--- src/design/aelex_pkg.sv ---
// Shared types, constants and helpers for the arithmetic expression lexer.
package aelex_pkg;

    localparam int PosW  = 16;
    localparam int IdxW  = 24;
    localparam int ValW  = 64;
    localparam int Slots = 3;
    localparam int QDepth = 2;
    localparam int QPtrW  = $clog2(QDepth);
    localparam int QCntW  = $clog2(QDepth + 1);

    localparam logic [PosW-1:0] PosMax = '1;
    localparam logic [IdxW-1:0] IdxMax = '1;
    localparam logic [PosW-1:0] PosOne = PosW'(1);

    // token slot order within one transaction
    localparam int SlotNum = 0;
    localparam int SlotOp  = 1;
    localparam int SlotEnd = 2;

    localparam logic [7:0] CharZero   = 8'h30;
    localparam logic [7:0] CharNine   = 8'h39;
    localparam logic [7:0] CharNl     = 8'h0a;
    localparam logic [7:0] CharTab    = 8'h09;
    localparam logic [7:0] CharCr     = 8'h0d;
    localparam logic [7:0] CharSpace  = 8'h20;
    localparam logic [7:0] CharLparen = 8'h28;
    localparam logic [7:0] CharRparen = 8'h29;
    localparam logic [7:0] CharPlus   = 8'h2b;
    localparam logic [7:0] CharMinus  = 8'h2d;
    localparam logic [7:0] CharStar   = 8'h2a;
    localparam logic [7:0] CharSlash  = 8'h2f;

    typedef enum logic [3:0] {
        KIND_END     = 4'd0,
        KIND_NUMBER  = 4'd1,
        KIND_LPAREN  = 4'd2,
        KIND_RPAREN  = 4'd3,
        KIND_PLUS    = 4'd4,
        KIND_MINUS   = 4'd5,
        KIND_STAR    = 4'd6,
        KIND_SLASH   = 4'd7,
        KIND_INVALID = 4'd8
    } kind_t;

    typedef struct packed {
        kind_t            kind;
        logic [ValW-1:0]  value;
        logic [PosW-1:0]  line;
        logic [PosW-1:0]  col;
        logic [IdxW-1:0]  idx;
        logic [7:0]       bad;
    } token_t;

    typedef struct packed {
        logic [Slots-1:0]   valid;
        token_t [Slots-1:0] tok;
    } entry_t;

    function automatic logic [PosW-1:0] pos_inc(input logic [PosW-1:0] v);
        pos_inc = (v == PosMax) ? PosMax : v + PosOne;
    endfunction

    function automatic logic [IdxW-1:0] idx_inc(input logic [IdxW-1:0] v);
        idx_inc = (v == IdxMax) ? IdxMax : v + IdxW'(1);
    endfunction

endpackage

--- src/design/aelex_front.sv ---
// Front end: accepts text bytes, tracks position and numbers, builds token transactions.
module aelex_front (
    input  logic                  aclk,
    input  logic                  aresetn,
    input  logic                  s_valid,
    output logic                  s_ready,
    input  logic [7:0]            s_ch,
    input  logic                  s_char_present,
    input  logic                  s_end_of_text,
    input  logic                  q_full,
    output logic                  push,
    output aelex_pkg::entry_t     push_entry
);
    import aelex_pkg::*;

    logic            in_num_reg, in_num_next;
    logic [ValW-1:0] acc_reg, acc_next;
    logic [PosW-1:0] start_col_reg, start_col_next;
    logic [IdxW-1:0] start_idx_reg, start_idx_next;
    logic [PosW-1:0] line_reg, line_next;
    logic [PosW-1:0] col_reg, col_next;
    logic [IdxW-1:0] idx_reg, idx_next;

    logic            accept;
    logic            digit, is_op, is_ws, is_nl, close_num;
    kind_t           op_kind;
    logic [ValW-1:0] acc_base, acc_mul;
    logic            in_num_b;
    logic [ValW-1:0] acc_b;
    logic [PosW-1:0] start_col_b, line_b, col_b;
    logic [IdxW-1:0] start_idx_b, idx_b;
    entry_t          ent;

    assign s_ready = !q_full;
    assign accept  = s_valid && s_ready;

    always_comb begin
        digit = s_ch inside {[CharZero:CharNine]};
        is_nl = (s_ch == CharNl);
        is_ws = (s_ch == CharSpace) || (s_ch inside {[CharTab:CharCr]});
        is_op = 1'b1;
        case (s_ch)
            CharLparen: op_kind = KIND_LPAREN;
            CharRparen: op_kind = KIND_RPAREN;
            CharPlus:   op_kind = KIND_PLUS;
            CharMinus:  op_kind = KIND_MINUS;
            CharStar:   op_kind = KIND_STAR;
            CharSlash:  op_kind = KIND_SLASH;
            default: begin
                op_kind = KIND_INVALID;
                is_op   = 1'b0;
            end
        endcase
    end

    // value * 10 + digit, wrapping
    assign acc_base = in_num_reg ? acc_reg : '0;
    assign acc_mul  = {acc_base[ValW-4:0], 3'b000} + {acc_base[ValW-2:0], 1'b0}
                    + ValW'(s_ch - CharZero);

    always_comb begin
        close_num   = s_char_present && in_num_reg && !digit;
        in_num_b    = in_num_reg;
        acc_b       = acc_reg;
        start_col_b = start_col_reg;
        start_idx_b = start_idx_reg;
        line_b      = line_reg;
        col_b       = col_reg;
        idx_b       = idx_reg;

        ent = '0;
        ent.tok[SlotNum].kind = KIND_NUMBER;
        ent.tok[SlotNum].value = acc_reg;
        ent.tok[SlotNum].line = line_reg;
        ent.tok[SlotNum].col = start_col_reg;
        ent.tok[SlotNum].idx = start_idx_reg;
        ent.tok[SlotOp].kind = op_kind;
        ent.tok[SlotOp].line = line_reg;
        ent.tok[SlotOp].col = col_reg;
        ent.tok[SlotOp].idx = idx_reg;
        ent.tok[SlotOp].bad = is_op ? 8'h00 : s_ch;
        ent.tok[SlotEnd].kind = KIND_END;

        if (s_char_present) begin
            ent.valid[SlotNum] = close_num;
            in_num_b = digit;
            if (digit) begin
                if (!in_num_reg) begin
                    start_col_b = col_reg;
                    start_idx_b = idx_reg;
                end
                acc_b = acc_mul;
                col_b = pos_inc(col_reg);
                idx_b = idx_inc(idx_reg);
            end else if (is_nl) begin
                acc_b  = '0;
                line_b = pos_inc(line_reg);
                col_b  = PosOne;
                idx_b  = idx_inc(idx_reg);
            end else begin
                acc_b = '0;
                ent.valid[SlotOp] = !is_ws;
                col_b = pos_inc(col_reg);
                idx_b = idx_inc(idx_reg);
            end
        end

        if (s_end_of_text) begin
            // a byte that closed the number leaves in_num_b low, so one number slot suffices
            if (in_num_b) begin
                ent.valid[SlotNum]     = 1'b1;
                ent.tok[SlotNum].value = acc_b;
                ent.tok[SlotNum].col   = start_col_b;
                ent.tok[SlotNum].idx   = start_idx_b;
            end
            ent.valid[SlotEnd]    = 1'b1;
            ent.tok[SlotEnd].line = line_b;
            ent.tok[SlotEnd].col  = col_b;
            ent.tok[SlotEnd].idx  = idx_b;
        end

        if (!ent.valid[SlotNum]) begin
            ent.tok[SlotNum].value = '0;
        end

        in_num_next    = in_num_reg;
        acc_next       = acc_reg;
        start_col_next = start_col_reg;
        start_idx_next = start_idx_reg;
        line_next      = line_reg;
        col_next       = col_reg;
        idx_next       = idx_reg;
        if (accept) begin
            if (s_end_of_text) begin
                in_num_next    = 1'b0;
                acc_next       = '0;
                start_col_next = PosOne;
                start_idx_next = '0;
                line_next      = PosOne;
                col_next       = PosOne;
                idx_next       = '0;
            end else begin
                in_num_next    = in_num_b;
                acc_next       = acc_b;
                start_col_next = start_col_b;
                start_idx_next = start_idx_b;
                line_next      = line_b;
                col_next       = col_b;
                idx_next       = idx_b;
            end
        end
    end

    assign push       = accept && (ent.valid != '0);
    assign push_entry = ent;

    always_ff @(posedge aclk) begin
        if (!aresetn) begin
            in_num_reg    <= 1'b0;
            acc_reg       <= '0;
            start_col_reg <= PosOne;
            start_idx_reg <= '0;
            line_reg      <= PosOne;
            col_reg       <= PosOne;
            idx_reg       <= '0;
        end else begin
            in_num_reg    <= in_num_next;
            acc_reg       <= acc_next;
            start_col_reg <= start_col_next;
            start_idx_reg <= start_idx_next;
            line_reg      <= line_next;
            col_reg       <= col_next;
            idx_reg       <= idx_next;
        end
    end

endmodule

--- src/design/aelex_queue.sv ---
// Two-entry queue of token transactions between front and back.
module aelex_queue (
    input  logic               aclk,
    input  logic               aresetn,
    input  logic               push,
    input  aelex_pkg::entry_t  push_entry,
    input  logic               pop,
    output logic               full,
    output logic               head_valid,
    output aelex_pkg::entry_t  head
);
    import aelex_pkg::*;

    entry_t           mem [QDepth];
    logic [QPtrW-1:0] wr_ptr_reg, wr_ptr_next;
    logic [QPtrW-1:0] rd_ptr_reg, rd_ptr_next;
    logic [QCntW-1:0] count_reg, count_next;

    assign full       = (count_reg == QCntW'(QDepth));
    assign head_valid = (count_reg != '0);
    assign head       = mem[rd_ptr_reg];

    always_comb begin
        wr_ptr_next = push ? wr_ptr_reg + QPtrW'(1) : wr_ptr_reg;
        rd_ptr_next = pop ? rd_ptr_reg + QPtrW'(1) : rd_ptr_reg;
        count_next  = count_reg;
        if (push && !pop) begin
            count_next = count_reg + QCntW'(1);
        end else if (pop && !push) begin
            count_next = count_reg - QCntW'(1);
        end
    end

    always_ff @(posedge aclk) begin
        if (push) begin
            mem[wr_ptr_reg] <= push_entry;
        end
    end

    always_ff @(posedge aclk) begin
        if (!aresetn) begin
            wr_ptr_reg <= '0;
            rd_ptr_reg <= '0;
            count_reg  <= '0;
        end else begin
            wr_ptr_reg <= wr_ptr_next;
            rd_ptr_reg <= rd_ptr_next;
            count_reg  <= count_next;
        end
    end

`ifndef SYNTHESIS
    a_no_overflow: assert property (@(posedge aclk) disable iff (!aresetn)
        push |-> !full)
        else $error("queue push while full");
    a_no_underflow: assert property (@(posedge aclk) disable iff (!aresetn)
        pop |-> head_valid)
        else $error("queue pop while empty");
    a_entry_nonempty: assert property (@(posedge aclk) disable iff (!aresetn)
        push |-> (push_entry.valid != '0))
        else $error("empty transaction pushed");
`endif

endmodule

--- src/design/aelex_back.sv ---
// Back end: unrolls each queued transaction into tokens on the output register.
module aelex_back (
    input  logic                          aclk,
    input  logic                          aresetn,
    input  logic                          head_valid,
    input  aelex_pkg::entry_t             head,
    output logic                          pop,
    output logic                          m_valid,
    input  logic                          m_ready,
    output logic [3:0]                    m_kind,
    output logic [aelex_pkg::ValW-1:0]    m_number_value,
    output logic [aelex_pkg::PosW-1:0]    m_line_no,
    output logic [aelex_pkg::PosW-1:0]    m_column_no,
    output logic [aelex_pkg::IdxW-1:0]    m_byte_index,
    output logic [7:0]                    m_bad_byte,
    output logic                          m_last_of_run
);
    import aelex_pkg::*;

    logic [Slots-1:0] done_reg, done_next;
    logic [Slots-1:0] remaining, pick, rest;
    logic             load, last;
    logic             m_valid_reg, m_valid_next;
    logic             last_reg;
    token_t           tok_reg, sel;

    always_comb begin
        remaining = head.valid & ~done_reg;
        pick = '0;
        sel  = head.tok[SlotEnd];
        if (remaining[SlotNum]) begin
            pick[SlotNum] = 1'b1;
            sel = head.tok[SlotNum];
        end else if (remaining[SlotOp]) begin
            pick[SlotOp] = 1'b1;
            sel = head.tok[SlotOp];
        end else begin
            pick[SlotEnd] = 1'b1;
        end
        rest = remaining & ~pick;
        last = (rest == '0);
        load = head_valid && (!m_valid_reg || m_ready);
        pop  = load && last;

        done_next    = done_reg;
        m_valid_next = m_valid_reg;
        if (load) begin
            done_next    = last ? '0 : (done_reg | pick);
            m_valid_next = 1'b1;
        end else if (m_ready) begin
            m_valid_next = 1'b0;
        end
    end

    always_ff @(posedge aclk) begin
        if (load) begin
            tok_reg  <= sel;
            last_reg <= last;
        end
    end

    always_ff @(posedge aclk) begin
        if (!aresetn) begin
            done_reg    <= '0;
            m_valid_reg <= 1'b0;
        end else begin
            done_reg    <= done_next;
            m_valid_reg <= m_valid_next;
        end
    end

    assign m_valid        = m_valid_reg;
    assign m_kind         = tok_reg.kind;
    assign m_number_value = tok_reg.value;
    assign m_line_no      = tok_reg.line;
    assign m_column_no    = tok_reg.col;
    assign m_byte_index   = tok_reg.idx;
    assign m_bad_byte     = tok_reg.bad;
    assign m_last_of_run  = last_reg;

`ifndef SYNTHESIS
    a_head_has_work: assert property (@(posedge aclk) disable iff (!aresetn)
        head_valid |-> ((head.valid & ~done_reg) != '0))
        else $error("head transaction has no token left");
    a_idle_done_clear: assert property (@(posedge aclk) disable iff (!aresetn)
        !head_valid |-> (done_reg == '0))
        else $error("progress mask set with empty queue");
    a_pop_marks_last: assert property (@(posedge aclk) disable iff (!aresetn)
        pop |=> (m_valid && m_last_of_run))
        else $error("pop without last token shown");
`endif

endmodule

--- src/design/arithmetic_expression_lexer.sv ---
// Top level of the streaming arithmetic expression lexer.
//
// Input channel (s_*): one text byte per transaction in s_ch when
// s_char_present is high; s_end_of_text closes the text after that byte.
// Output channel (m_*): one token per transaction with its kind, number
// value, start line, column and byte index, the offending byte of an
// invalid token, and m_last_of_run on the final token of an input item.
// An input item yields zero to three tokens.
// When the queue holds nothing older and the output is free, an accepted item
// is written into the queue and its first token then loaded into the output
// register, raising m_valid. One input byte per cycle while the two-entry
// transaction queue has room; the output register drains one token per cycle
// while m_ready is high, and an item with several tokens holds the queue head.
// Reset (aresetn low, synchronous): position returns to line 1, column 1,
// index 0, the queue and output empty. When m_ready is low the output holds,
// the queue fills, and s_ready drops once both queue entries are taken.
module arithmetic_expression_lexer (
    input  logic                       aclk,
    input  logic                       aresetn,
    input  logic                       s_valid,
    output logic                       s_ready,
    input  logic [7:0]                 s_ch,
    input  logic                       s_char_present,
    input  logic                       s_end_of_text,
    output logic                       m_valid,
    input  logic                       m_ready,
    output logic [3:0]                 m_kind,
    output logic [aelex_pkg::ValW-1:0] m_number_value,
    output logic [aelex_pkg::PosW-1:0] m_line_no,
    output logic [aelex_pkg::PosW-1:0] m_column_no,
    output logic [aelex_pkg::IdxW-1:0] m_byte_index,
    output logic [7:0]                 m_bad_byte,
    output logic                       m_last_of_run
);
    import aelex_pkg::*;

    logic   q_full, push, pop, head_valid;
    entry_t push_entry, head;

    aelex_front u_front (
        .aclk           (aclk),
        .aresetn        (aresetn),
        .s_valid        (s_valid),
        .s_ready        (s_ready),
        .s_ch           (s_ch),
        .s_char_present (s_char_present),
        .s_end_of_text  (s_end_of_text),
        .q_full         (q_full),
        .push           (push),
        .push_entry     (push_entry)
    );

    aelex_queue u_queue (
        .aclk       (aclk),
        .aresetn    (aresetn),
        .push       (push),
        .push_entry (push_entry),
        .pop        (pop),
        .full       (q_full),
        .head_valid (head_valid),
        .head       (head)
    );

    aelex_back u_back (
        .aclk           (aclk),
        .aresetn        (aresetn),
        .head_valid     (head_valid),
        .head           (head),
        .pop            (pop),
        .m_valid        (m_valid),
        .m_ready        (m_ready),
        .m_kind         (m_kind),
        .m_number_value (m_number_value),
        .m_line_no      (m_line_no),
        .m_column_no    (m_column_no),
        .m_byte_index   (m_byte_index),
        .m_bad_byte     (m_bad_byte),
        .m_last_of_run  (m_last_of_run)
    );

endmodule

--- config.mk ---
export PLATFORM = sky130hd
export DESIGN_NAME = arithmetic_expression_lexer
export DESIGN_NICKNAME = d
export VERILOG_FILES = /design/src/design/aelex_pkg.sv /design/src/design/aelex_front.sv /design/src/design/aelex_queue.sv /design/src/design/aelex_back.sv /design/src/design/arithmetic_expression_lexer.sv
export SDC_FILE = /design/constraint.sdc
export NUM_CORES = 1
export LEC_CHECK = 0
export BUFFER_PORTS_ARGS = -buffer_cell sky130_fd_sc_hd__buf_4
export CELL_PAD_IN_SITES_DETAIL_PLACEMENT = 1
export CELL_PAD_IN_SITES_GLOBAL_PLACEMENT = 2
export CORE_AREA = 5 5 333 335
export DETAILED_ROUTE_END_ITERATION = 6
export DIE_AREA = 0 0 338 340
export PLACE_DENSITY = 0.83
export SYNTH_ARGS = -nofsm -noshare
export SYNTH_HDL_FRONTEND = slang
export SYNTH_HIERARCHICAL = 1
export SYNTH_SLANG_ARGS = --single-unit
--- constraint.sdc ---
create_clock -name aclk -period 59.6 [get_ports aclk]
set_clock_uncertainty 0.2 [all_clocks]
set_input_delay 5.96 -clock aclk [delete_from_list [all_inputs] [get_ports aclk]]
set_output_delay 5.96 -clock aclk [all_outputs]
set_load 0.01 [all_outputs]
After elaboration in Yosys (flattened, before gate mapping). Memories as Yosys holds them, arrays and structs flattened. A register that Yosys moved wholly into a read port is not among the register bits. Cells that the tools add are included.

Flip-flop bits (word level): 302. Memory bits (writable): 494. Input port bits: 14. Output and inout bits: 135. Logic and storage cells: 132. Memories kept: 1.

Add/sub/neg operators: 10. Order comparisons: 4. Equal/unequal tests: 12. Mux-type cells: 57. Bitwise gates (word level): 5. Reduce and logical (&&, ||, !) cells: 24.

Memory list: u_queue.mem (depth 2, width 247, read ports 1, clocked after memory_dff 1, write ports 1, RTL line aelex_queue.sv:14) `entry_t mem [QDepth];`.

Operators by type and width (number): 64-bit 2-to-1 mux (6); 132-bit 2-to-1 mux (2); 16-bit 2-to-1 mux (14); 24-bit 2-to-1 mux (7); 64-bit adder (2); 40-bit 2-to-1 mux (2); 63-bit 2-to-1 mux (1); 8-bit by 6-bit equality test with 1-bit output, second input constant (7); 56-bit 2-to-1 mux (1); 16-bit by 1-bit adder with 16-bit output, second input constant (2); 16-bit equality test, second input constant (2); 24-bit by 1-bit adder with 24-bit output, second input constant (1); 24-bit equality test, second input constant (1); 4-bit one-hot mux with 6 select lines (1); 1-bit 2-to-1 mux (17); 1-bit logical AND (10); 8-bit by 6-bit subtractor with 9-bit output, second input constant (1); 8-bit by 4-bit equality test with 1-bit output, second input constant (1); 8-bit by 4-bit greater-or-equal comparator with 1-bit output, second input constant (1); 8-bit by 6-bit greater-or-equal comparator with 1-bit output, second input constant (1); 8-bit by 4-bit less-or-equal comparator with 1-bit output, second input constant (1); 8-bit by 6-bit less-or-equal comparator with 1-bit output, second input constant (1); 2-bit 2-to-1 mux (4); 8-bit 2-to-1 mux (1); 14 further kinds (25).

Longest topological paths before layout. Gate-level depths: netlist of the first run.

Word-level depth: 15. Mapped depth: 17. Gate-level depth less buffers: 15.

Modules after synthesis. The synthesis of the first run kept the hierarchy.

By module, submodules not included: aelex_queue (times used 1, cells each 1263, area an instance 29035.3 sq um, seq. area each 24063.1 sq um); aelex_front (times used 1, cells each 2085, area an instance 16136.7 sq um, seq. area each 3223.1 sq um); aelex_back (times used 1, cells each 599, area an instance 6991.7 sq um, seq. area each 4073.9 sq um).

Worst setup path before layout of the first run. OpenSTA, ideal clock, no wires.

Kind: input to register. Start: input port s_ch[4]. End: register u_queue.wr_ptr_reg. Library setup time: 0.140 ns. Arrival: 25.984 ns. Data required time: 59.260 ns. Slack: 33.275 ns. Stages on the path: 10. Buffers on the path: 0. Path through: inv_1 ha_1 and3_1 a32oi_1 nor2_1 a2111oi_0 nor3_1 nor2_1 nor2b_1 o21a_1.

RTL lines: from (decl) (RTL line arithmetic_expression_lexer.sv:22) `input logic [7:0] s_ch,`; to (signal assigned) (RTL line aelex_queue.sv:46) `wr_ptr_reg <= wr_ptr_next;`; to (decl) (RTL line aelex_queue.sv:15) `logic [QPtrW-1:0] wr_ptr_reg, wr_ptr_next;`.

==> results of run 1 <==
-- metal layers --
layer  share of wire [%]  GRT usage (%)  vias to the layer above
li1                    -              -                    14480
met4                 2.2          5.746                        2
met3                 4.8          3.519                      165
met2                  47          36.09                      629
met1                  46          31.10                    16050
met5               0.010              0                        -
-- worst register-to-register path: cells and delay by family (launching register included) --
family	cells	cell delay (ps)
buf+inv	5	3440
flops	1	420
simple gates	4	1230
-- path summary, 6_finish.rpt --
path                                             to  cells past startpoint            startpoint  slack (ps)
worst max-delay path            u_queue/mem[0][171]                     13               s_ch[4]       48240
worst min-delay path            u_front/acc_reg[63]                      2   u_front/acc_reg[63]         260
worst max register to register  u_queue/mem[0][171]                      9  u_queue/count_reg[0]       53900
worst min register to register  u_front/acc_reg[63]                      2   u_front/acc_reg[63]         260
-- through the flow --
stage | area (um^2) | power (mW)
2_1_floorplan | 52730 | 1.451
3_3_place_gp | 53530 | 1.593
3_5_place_dp | 53530 | 1.608
4_1_cts | 57500 | 2.362
5_1_grt | 57500 | 2.441
6_report | 57500 | 2.330
-- cell type report --
type / instances / share of cell area (%)
sequential: 1101 / 54.55
multi-input combinational: 2520 / 32.38
clock buffer: 159 / 5.721
tap: 1414 / 3.077
timing repair buffer: 191 / 2.581
clock inverter: 60 / 1.188
inverter: 75 / 0.4983
antenna: 1 / 0.004352
-- power groups by stage --
stage,clock network (mW),registers [mW],logic [mW]
floorplan,0,1.07,0.377
global placement,0,1.02,0.574
detailed placement,0,1.03,0.583
CTS,0.763,1.01,0.589
global route,0.799,1.02,0.624
finish,0.743,1.01,0.578
-- cells by family after synthesis --
family,count (synthesis),share of synthesized area [%]
AO/OA/AOI/OAI,766,9.283
XOR/XNOR,93,1.561
adder cells (fa/ha/maj),132,4.039
buffers and inverters,476,5.406
flip-flops,1101,60.12
multiplexers,579,12.17
other,2,0.01440
AND/OR/NAND/NOR,798,7.412
-- cells in the final DEF, fill, tap and decap left out, types with 15 or more instances in the layout --
cell	count
edfxtp_1	931
a21oi_1	307
nor2_1	250
mux2_1	240
mux2_2	200
buf_4	187
nand2_1	172
dfxtp_1	168
conb_1	152
mux2i_1	139
clkbuf_16	120
o21ai_0	115
and2_1	82
nor2b_1	75
inv_1	72
a22oi_1	70
ha_1	70
a22o_1	66
fa_1	61
xnor2_1	56
nand3_1	54
nor3_1	41
xor2_1	37
a31oi_1	35
a21o_1	31
nand4_1	31
and3_1	28
clkbuf_1	25
clkinv_1	18
clkinv_2	17
o221a_2	15
o21bai_1	15
==> results summary, run 1 <==
The count of final setup violators is 0. The share of the cycle needed by the critical path after routing is 19.07%. The post-synthesis average cell area came out at ~13 um^2. Sorting the synthesized cells by how often they occur yields 931 x edfxtp_1, 307 x a21oi_1, 252 x nor2_1, 240 x mux2_1, 200 x mux2_2. The most repeated library cell on the critical path is buf_4. The top cell family by delay on the critical path is buffers and inverters.

Among all flip-flop cells after synthesis, the most frequent one is edfxtp_1. The first detailed-routing pass took 5 iterations. The via count of the first global-routing pass was 33090. The number of clock sinks seen by CTS is 1101. The tree is rooted in a clkbuf_16. The fraction of layout cells with a size suffix above 1 came out at 15.10%. The slack of the critical path came out at 48240 ps. The run finished with clean final reports. In this run the count of I/O pins placed on the die edge is 149. The count of non-filler cells in the finished layout came out at 5521. By startpoint and endpoint, the worst setup path is classified as in -> reg.

The count of nets left with antenna violations once routing finished came out at 0. In this run the biggest area consumer among cell types represents between 50% and 60% of the synthesized area. The total standard cell area after synthesis is 0.05216 mm^2. The number of max-cap violations came out at 0. The initial antenna violation count is 3. In this run the static leakage power is 20.98 nW. The register bit total from synthesis came out at 1101. Compared with the post-synthesis result, the final layout area differs by 10.23%.

Cell internal power was estimated by the tool at approximately 1.6 mW. The floorplan has 121 rows. In the final timing run, aggregate negative setup slack is 0 ps. The number of endpoints with negative hold slack in the final report is 0. The final weighted congestion in routability-driven placement came out at around 0.85. The global-route usage over all layers is 22.11%. In this run the power density over the cells is 40.52 mW/mm^2.

The worst-case IR drop observed on VDD is 0.04621 mV. The average detailed-routed wire length per instance came out at ~23 um. The stage delay of the slowest cell on the critical path came out at roughly 940 ps. The actual slew at the worst max-slew pin came out at 1267 ps.

The highest net fanout along the worst path is 76. The worst setup path is captured at a flip-flop. TritonCTS built the clock tree. Counting along the longest clock path gives a buffer depth of 3. The critical path data arrival time is approximately 11000 ps.

The quantity of gates resized following cts is 0. The detailed placement HPWL is about 80000 um. The combined area of the multi-input logic cells came out at 0.01862 mm^2. By area the synthesized netlist is led by edfxtp_1 54%, dfxtp_1 6.5%, mux2_1 5.2%. The fraction of power consumed by the clock network is between 30% and 40%. Counting the fill cells in the layout gives 10740. The worst hold path belongs to the class reg -> reg. The sequential-to-total area share from yosys stat came out at about three fifths. The buffers inserted during post-CTS setup optimization is 0.

The total number of vias is 31330. The clock latency at the later pin of the worst-skew pair is 700 ps. The routed wire length is 128400 um.

The final number of max-transition violations is 0. The fraction of the core area covered by cells at the end of the flow came out at 53.34%. The worst max-slew margin expressed relative to the limit is 15.54%. In this run, synthesis inferred 931 flip-flops with an integrated enable. The area of all sequential standard cells is 0.03137 mm^2. The pin count of the biggest net entering global routing is 170. For this configuration, the core starts out at a cell density of between 40% and 50%. The switching share of power is between 20% and 30%. The cell count after synthesis came out at 3947. The clock-pin slew reported for the worst setup and hold paths after clock tree synthesis came out at around 60 ps. The width of the die came out at 338 um. For this design, the slowest cell found on the critical path is buf_4. After global routing the overflow that remains totals 0. The total die area is 0.1149 mm^2. The fraction of synthesis flops using an asynchronous set or reset pin is 0%. The netlist uses 83 different library cells.

The die is around 340 um tall. The biggest area contributor in the post-synthesis netlist is edfxtp_1. The count of buffers inserted at the top-level ports is roughly 150. The flip-flop count of the largest register, all copies and words added came out at about 800. Data on the critical path is required at its endpoint by 59730 ps.

The cell with the most instances after synthesis is edfxtp_1. The mean number of vias per cell came out at 5.675. Of the total power, combinational logic draws between 20% and 30%. The timing-limited maximum frequency came out at approximately 88 MHz. After detailed placement, the design holds a cell count of 5301. Yosys printed 6 warnings. The signal on the critical path passes through buf_4 > ha_1 > or4b_1 > a21o_2 > a21oi_4 > a2111oi_0 > nor3_1 > nor2_1 > nor2b_4 > buf_4 > buf_4 > buf_4 > buf_4. After floorplanning, the core was sized to cover ~0.11 mm^2.

The first routing iteration left 2202 violations. Of the total power, registers draw about 43%. The number of H-tree branching levels came out at 3.

The routed design could run at a clock period as short as 11360 ps. The TritonCTS buffer count came out at 116. Hold repair after CTS inserted 0 buffers. The buffers plus inverters on the worst setup path came out at 5.

The minimum hold slack is between 200 and 300 ps. Before CTS, the worst setup slack after placement is 47460 ps. The worst setup path is launched from a primary input. The number of nets in the final layout came out at 4150. The global-route wire length before repair came out at ~200000 um.

The post-route DRC violation count is 0. Setup repair after global routing left no endpoint under its margin. For this design the total switching power over the nets is 0.6840 mW.
Power figures use the tool's default switching activity.
==> inputs of run 2 (changes only) <==
--- a/config.mk
+++ b/config.mk
@@ -8,10 +8,10 @@
 export BUFFER_PORTS_ARGS = -buffer_cell sky130_fd_sc_hd__buf_4
 export CELL_PAD_IN_SITES_DETAIL_PLACEMENT = 1
 export CELL_PAD_IN_SITES_GLOBAL_PLACEMENT = 2
-export CORE_AREA = 5 5 333 335
+export CORE_AREA = 5 5 343 345
 export DETAILED_ROUTE_END_ITERATION = 6
-export DIE_AREA = 0 0 338 340
-export PLACE_DENSITY = 0.83
+export DIE_AREA = 0 0 348 350
+export PLACE_DENSITY = 0.78
 export SYNTH_ARGS = -nofsm -noshare
 export SYNTH_HDL_FRONTEND = slang
 export SYNTH_HIERARCHICAL = 1
==> constraint.sdc (replaced) <==
create_clock -name aclk -period 10.8 [get_ports aclk]
set_clock_uncertainty 0.2 [all_clocks]
set_input_delay 1.08 -clock aclk [delete_from_list [all_inputs] [get_ports aclk]]
set_output_delay 1.08 -clock aclk [all_outputs]
set_load 0.01 [all_outputs]
==> run 2 against run 1 <==
  * Hold slack worse by 5.7 ps
  * Cell count up 1.8%
  * Total power rose to 5.4 times the previous value
  * Wire length down 1.9%
  * Flip-flop and latch count unchanged
  * Utilization down 2.9 points
  * Clock power rose to 5.3 times the previous value
  * Largest cell class unchanged
  * Combinational power rose to 5.5 times the previous value
  * Die area up 6.0%
  * Sequential power rose to 5.5 times the previous value
  * Register-to-register slack worse by 48000 ps
  * Non-clock buffer count up 1
==> results summary, run 2 (synthesis results as in run 1) <==
The flow ran to the end, and the final reports show no timing, DRC or antenna violations. The buffers inserted during post-CTS setup optimization is 0. The number of search-and-repair iterations in the first detailed-routing pass is 5. The vertical die dimension is 350 um. The number of H-tree branching levels came out at 3. The total die area is about 0.12 mm^2. The switching share of power is between 20% and 30%. In this run, flip-flops and latches consume 44.0% of the power.

The required time reported for the critical path endpoint came out at about 11000 ps. Measured in cells, the most critical reg-to-reg path has a length of 13. The number of endpoints with negative hold slack in the final report came out at 0. For this design the total switching power over the nets is 3.723 mW. In the final timing run, aggregate negative setup slack is 0 ps. The count of non-filler cells in the finished layout came out at 5621. The final number of max-transition violations was 0. The worst register-to-register path ends at u_queue/mem[1][114].

The average detailed-routed wire length per instance is 22.41 um. For this run, design rule violations remaining after detail routing come to 0. The number of hold buffers added after cts came out at 0. For this design the top-level I/O count stands at 149. The number of clock buffers added by TritonCTS is between 100 and 150. The via count of the first global-routing pass is 32390.

The library cells used most frequently in the layout, excluding fill and tap cells, are 931 x edfxtp_1, 307 x a21oi_1, 250 x nor2_1. The hold-critical path endpoint is u_front/acc_reg[30]. The routed design has between 100000 and 150000 um of wire. The pin count of the biggest net entering global routing is 164. The static leakage came out at 20.88 nW.

The floorplan has 124 rows. The slack of the worst reg-to-reg path came out at 5440 ps. The number of nets with antenna violations after routing is 0. The buffer levels on the longest clock path came out at 3. STA classifies the critical path startpoint as a primary input. The critical path data arrival time is 6960 ps. The multi-input combinational cells in the finished layout cover a total of about 0.019 mm^2. Dividing total power by cell area gives a power density of 219.7 mW/mm^2. The worst setup path is captured at a flip-flop. The actual slew at the worst max-slew pin came out at 1161 ps. For this run, the slowest stage of the critical path takes 920 ps.

The timing-limited maximum frequency is 149.2 MHz. Post-CTS repair changed the size of 0 cells. For this block, the initial DRC count from the detailed router was 1909. The worst hold path begins at u_front/acc_reg[30].

Summed over all layers, the global routing overflow is 0. Walking the worst path, the cells encountered are buf_4 > ha_1 > or3_1 > inv_2 > buf_4 > fa_1 > ha_1 > a21oi_1 > o21ai_0 > a221o_1 > a21o_1 > a31oi_1 > o21ai_1 > xor2_1 > a22o_1. The count of final setup violators came out at 0. The critical path is of the in -> reg type. The highest net fanout along the worst path came out at 35. Setup repair after global routing left no endpoint under its margin. The clock network is responsible for 31.0% of the overall power. The post-synthesis to final-layout area growth came out at 10.07%. The detailed placement HPWL is 78730 um. The maximum ir drop on the vdd rail came out at ~0.14 mV. The fraction of layout cells with a size suffix above 1 is 14.90%. The layout has 11470 filler cells. The mean number of vias per cell came out at 5.519. The area of all sequential standard cells came out at 0.03137 mm^2. Routability-driven placement finished with a final weighted congestion of between 0.8 and 0.9. The instance count along the most critical hold path came out at 2.

The number of max-cap violations is 0. The worst register-to-register path begins at u_front/in_num_reg. In this run the tightest slew margin relative to its limit is 22.44%. In the global route stage, overall resource usage came out at between 20% and 30%. The tree is rooted in a clkbuf_16. The clock-pin slew reported for the worst setup and hold paths after clock tree synthesis came out at around 60 ps.

For this run, the post-layout net count is roughly 4200. The placeable core area is 0.1139 mm^2. The total number of vias is ~31000. Cell internal power was estimated by the tool at 8.892 mW. On the critical path, the stage with the largest delay is an instance of inv_2. For the finished layout, the period the worst path requires is 6703 ps.

The path class of the tightest hold or removal check is reg -> reg. Once placement finished, the instance area stood at 0.05366 mm^2. The width of the die came out at between 300 and 400 um. The count of buffers inserted at the top-level ports is approximately 150. The first global-routing pass estimated 194200 um of wire. The power share of the combinational group is between 20% and 30%.

The initial antenna violation count came out at 2. Summing all non-filler instances in the final layout gives an area of 0.05742 mm^2. The number of clock sinks seen by CTS is ~1100. TritonCTS built the clock tree.

The register with the most flip-flops in the layout has 798 of them. The clock latency at the later pin of the worst-skew pair came out at ~700 ps. The placed cell count is 5400. The share of the cycle needed by the critical path after routing came out at 62.07%. The effective utilization at floorplan came out at between 40% and 50%. Leaving out fill and tap cells, the most frequent cell in the layout is edfxtp_1.
-- run 2: changes by cell type in the layout (fill, tap and decap cells not counted) --
cell,change
clkbuf_8,-3
clkinv_8,+1
clkbuf_16,-2
clkinv_4,+1
clkbuf_1,+10
clkinv_2,+2
buf_4,+1
bufinv_16,-6
clkinvlp_4,-2
-- run 2: layout make-up --
cell class              instances  share of cell area, %
clock inverters                56                 0.9109
inverters                      75                 0.4990
multi-input cells            2520                  32.43
flip-flops and latches       1101                  54.63
diodes                          1               0.004358
well taps                    1512                  3.295
clock buffers                 164                  5.635
repair buffers                192                  2.598
-- run 2: power groups by stage --
stage / Clock (mW) / Combinational [mW] / Sequential, mW
detailed placement: 0 / 3.21 / 5.64
global route: 4.23 / 3.43 / 5.60
finish: 3.91 / 3.16 / 5.55
CTS: 4.03 / 3.24 / 5.56
global placement: 0 / 3.19 / 5.62
floorplan: 0 / 2.08 / 5.78
-- run 2: how the worst max path moves through the flow --
stage / startpoint / to / slack [ps] / cells after the start
detailed placement: s_ch[4] / u_queue/mem[0][117] / 3400 / 16
global route: s_ch[4] / u_queue/mem[0][117] / 3870 / 16
global placement: s_ch[4] / u_queue/mem[0][114] / 3550 / 15
finish: s_ch[4] / u_queue/mem[1][114] / 4100 / 15
floorplan: s_ch[4] / u_queue/mem[0][0] / 1660 / 9
CTS: s_ch[4] / u_queue/mem[1][117] / 4150 / 16
-- run 2: worst max-delay path, delay by kind of cell --
| kind | cells | cell delay [ps] |
|---|---|---|
| and+or+nand+nor | 1 | 670 |
| xor gates and xnor gates | 1 | 210 |
| adders and majority gates | 3 | 1090 |
| AOI/OAI and AO/OA | 7 | 2310 |
| buffers and inverters | 3 | 1510 |
-- run 2: metrics by stage --
| step | hold WS (ps) | util, % | setup WS (ps) | total power, mW |
|---|---|---|---|---|
| 2_1_floorplan | 220.2 | - | 1656 | 7.863 |
| 3_3_place_gp | 234.3 | 47.12 | 3553 | 8.810 |
| 3_5_place_dp | 244.4 | 47.12 | 3397 | 8.857 |
| 4_1_cts | 258.9 | 50.42 | 4154 | 12.83 |
| 5_1_grt | 273.4 | 50.42 | 3867 | 13.26 |
| 6_report | 258.1 | 50.42 | 4097 | 12.61 |
-- run 2: per-layer routing --
metal / up-vias / global-route usage, % / routed length, um
met5: - / 0 / 13
met4: 2 / 4.733 / 2314
met3: 141 / 3.198 / 5785
met2: 539 / 32.65 / 58080
met1: 15860 / 29.29 / 59790
li1: 14480 / - / -
==> inputs of run 3 (changes only) <==
==> constraint.sdc (replaced) <==
create_clock -name aclk -period 6.44 [get_ports aclk]
set_clock_uncertainty 0.2 [all_clocks]
set_input_delay 0.644 -clock aclk [delete_from_list [all_inputs] [get_ports aclk]]
set_output_delay 0.644 -clock aclk [all_outputs]
set_load 0.01 [all_outputs]
==> run 3 against run 2 <==
  * Cell count up 0.28%
  * Cell area up 0.58%
  * Clock power up 68%
  * Critical path depth up 2
  * Worst setup slack worse by 3400 ps
  * Utilization up 0.29 points
  * Register-to-register slack worse by 4100 ps
  * Wire length up 2.2%
  * Hold slack worse by 140 ps
  * Die area unchanged
  * Highest routed layer unchanged
==> results summary, run 3 (synthesis results as in run 1) <==
The mean number of vias per cell is 5.532. The final weighted congestion in routability-driven placement is 0.8518. The via count of the first global-routing pass was between 30000 and 40000. In this run the power density over the cells is 367.8 mW/mm^2. Across the run, the number of max-cap violations was 0. The slack of the critical path came out at 698.4 ps.

The repair_antennas step left the layout with diodes totalling 0. The net switching power is 6.303 mW. The floorplan step defined a core boundary enclosing 0.1139 mm^2.

The count of filler cells inserted in the layout is 11400. The register with the most flip-flops in the layout has 798 of them. After layout, the worst path uses around nine tenths of the clock period. The most repeated library cell on the critical path is buf_4. The number of nets with antenna violations after routing is 0. The fraction of power consumed by the clock network came out at 30.8%. Once the floorplan was initialized, standard cells occupied 45.81% of the core. The switching share of power came out at ~30%. The routed wire length is 128700 um. The kind of cell with the highest combined delay along the critical path is buffers and inverters.

The placed cell count came out at between 5000 and 6000. In this design, the stage delay of the slowest critical-path cell is around 690 ps. The worst hold path was traced through 3 stages. The global-route congestion overflow total came out at 0. The power share of the combinational group came out at 25.2%. The number of endpoints with negative hold slack in the final report is 0. The worst hold path begins at s_ch[0]. The clock latency at the later pin of the worst-skew pair came out at 710 ps. The critical path runs through a total of 17 cells. In the final routed layout, each cell accounts on average for between 20 and 25 um. The worst max-slew margin expressed relative to the limit is 23.78%. The root buffer cell chosen for the clock tree is clkbuf_16. The buffers plus inverters on the worst setup path is 5.

The global-route wire length before repair came out at 198600 um. TritonCTS built the clock tree. The TritonCTS buffer count came out at 116. In this run the core area contains 124 standard-cell rows. The proportion of power drawn by flip-flops and latches came out at between 40% and 50%. The width of the die came out at 348 um. The internal power summed over all cells came out at between 10 and 15 mW.

The clock-pin slew reported for the worst setup and hold paths after clock tree synthesis came out at 60 ps. The buffer levels on the longest clock path came out at 3. In the layout the commonest cells are 931 x edfxtp_1, 307 x a21oi_1, 250 x nor2_1. The worst-case reg-to-reg path depth is 13. The timing-limited maximum frequency came out at 174.2 MHz.

In the routed design, unresolved DRC markers number 0. STA classifies the critical path endpoint as a flip-flop. The critical path data arrival time is 6000 ps.

At the worst endpoint, the required time is about 6700 ps. The total die area came out at 0.1218 mm^2. The highest net fanout along the worst path is 17. The placement-stage cell area came out at 0.05399 mm^2. The routed layout has 31180 vias. After routing the design area is 0.05775 mm^2.

The quantity of gates resized following cts came out at 0. The type of the worst min-delay path is in -> reg. The static leakage came out at 21.04 nW. The number of clock sinks seen by CTS came out at 1101. The number of search-and-repair iterations in the first detailed-routing pass came out at 5. The count of cells in the finished layout, fillers not included, comes to 5637. The count of final setup violators is 0.

The post-route netlist has between 15 and 20% of its cells at a drive strength greater than 1. The most critical setup path has its startpoint at s_ch[7]. VDD sags by at most 0.3590 mV. The worst setup path is launched from a primary input. The initial antenna violation count came out at 1.

The startpoint of the most critical register-to-register path is u_front/in_num_reg. The count of buffers added on input and output ports is between 100 and 150. The post-synthesis to final-layout area growth came out at 10.71%. Once the clock tree was built, the setup fixing pass inserted 0 buffers. Walking the worst path, the cells encountered are dlygate4sd3_1 > buf_4 > or3_1 > inv_2 > buf_4 > buf_4 > fa_1 > ha_1 > and2_1 > nand3_1 > or3_1 > nor3_1 > a211o_1 > a41oi_1 > o22ai_1 > xnor2_1 > o21ai_1. For the pin with the worst max-slew slack, the measured transition is 1141 ps. The number of top-level pins came out at about 150.

Timing analysis after detailed placement gives a worst setup slack of approximately 470 ps. The aggregate negative setup slack is 0 ps. The design draws roughly 21 mW. The time the final worst path needs with I/O delays and setup came out at 5742 ps.

The number of H-tree branching levels came out at 3. Setup repair after global routing left no endpoint under its margin. The critical path in this run is classified as in -> reg. At the end of the flow, the number of nets in the layout was 4170. After legalization and detailed placement, the total HPWL measured slightly above 80000 um. The vertical die dimension is 350 um. The pin count of the biggest net entering global routing came out at 156.

In this run, the number of DRC markers left after iteration 0 of detailed routing was 1905. On the critical path, the stage with the largest delay is an instance of or3_1. The commonest non-fill, non-tap cell in the layout is edfxtp_1. The area of all sequential standard cells came out at 0.03137 mm^2. The run finished with clean final reports.

The multi-input combinational cells in the finished layout cover a total of 0.01866 mm^2. The final number of max-transition violations came out at 0. The global-route usage over all layers came out at 20.82%.
## run 3: changes by cell type in the layout (fill, tap and decap cells not counted), moves of 2 or more
cell	previous run	this run
buf_12	4	17
clkinv_2	19	26
clkinv_1	18	12
clkbuf_8	11	16
buf_4	188	192
clkinvlp_4	4	1
bufinv_16	8	6
clkinv_4	2	0
dlygate4sd3_1	0	2
nor3_1	41	39
nor3_2	1	3
## run 3: worst paths after layout
path / slack (ps) / to
worst min register to register: 250 / u_front/acc_reg[63]
worst min-delay path: 120 / u_front/acc_reg[0]
worst max-delay path: 700 / u_queue/mem[1][127]
worst max register to register: 1340 / u_queue/mem[1][127]
## run 3: power groups by stage
stage	registers (mW)	clock network, mW	logic (mW)
after floorplan	9.69	0	3.49
after global placement	9.45	0	5.39
after detailed placement	9.49	0	5.44
after CTS	9.35	6.75	5.49
after global routing	9.42	7.07	5.82
final	9.33	6.55	5.36
## run 3: stage by stage
step	hold slack (ps)	utilization [%]
global route	137.4	50.71
floorplan	220.2	-
CTS	64.56	50.71
global placement	235.2	47.41
detailed placement	246.0	47.41
finish	122.0	50.71
## run 3: cell type report
cell class,count,area share [%]
clock buffer,169,5.759
sequential,1101,54.31
timing repair buffer,211,3.120
tap,1512,3.276
clock inverter,49,0.7258
multi-input combinational,2520,32.31
inverter,75,0.4961
## run 3: routing by layer
| metal | wire length, um | global-route usage [%] | up-vias | share of wire [%] |
|---|---|---|---|---|
| met2 | 60160 | 33.90 | 570 | 47 |
| met4 | 2228 | 4.634 | 2 | 1.7 |
| met5 | 11 | 0 | - | 0.0085 |
| met1 | 60600 | 29.85 | 15990 | 47 |
| met3 | 5722 | 3.102 | 126 | 4.4 |
| li1 | - | - | 14500 | - |
## run 3: timing repair
action	4_1_cts	5_1_grt
setup endpoints to repair	0	0
hold endpoints to repair	4	0
hold buffers	2	0
## run 3: worst register-to-register path, cell delays in order (launching register included)
cell and delay (ps):
dfxtp_2 520, buf_4 590, and2_1 330, fa_1 430
ha_1 410, a21o_1 230, a21oi_1 150, o32ai_1 110
or3_1 450, a211o_1 350, a41oi_1 570, o22ai_1 190
xnor2_1 230, o21ai_1 100
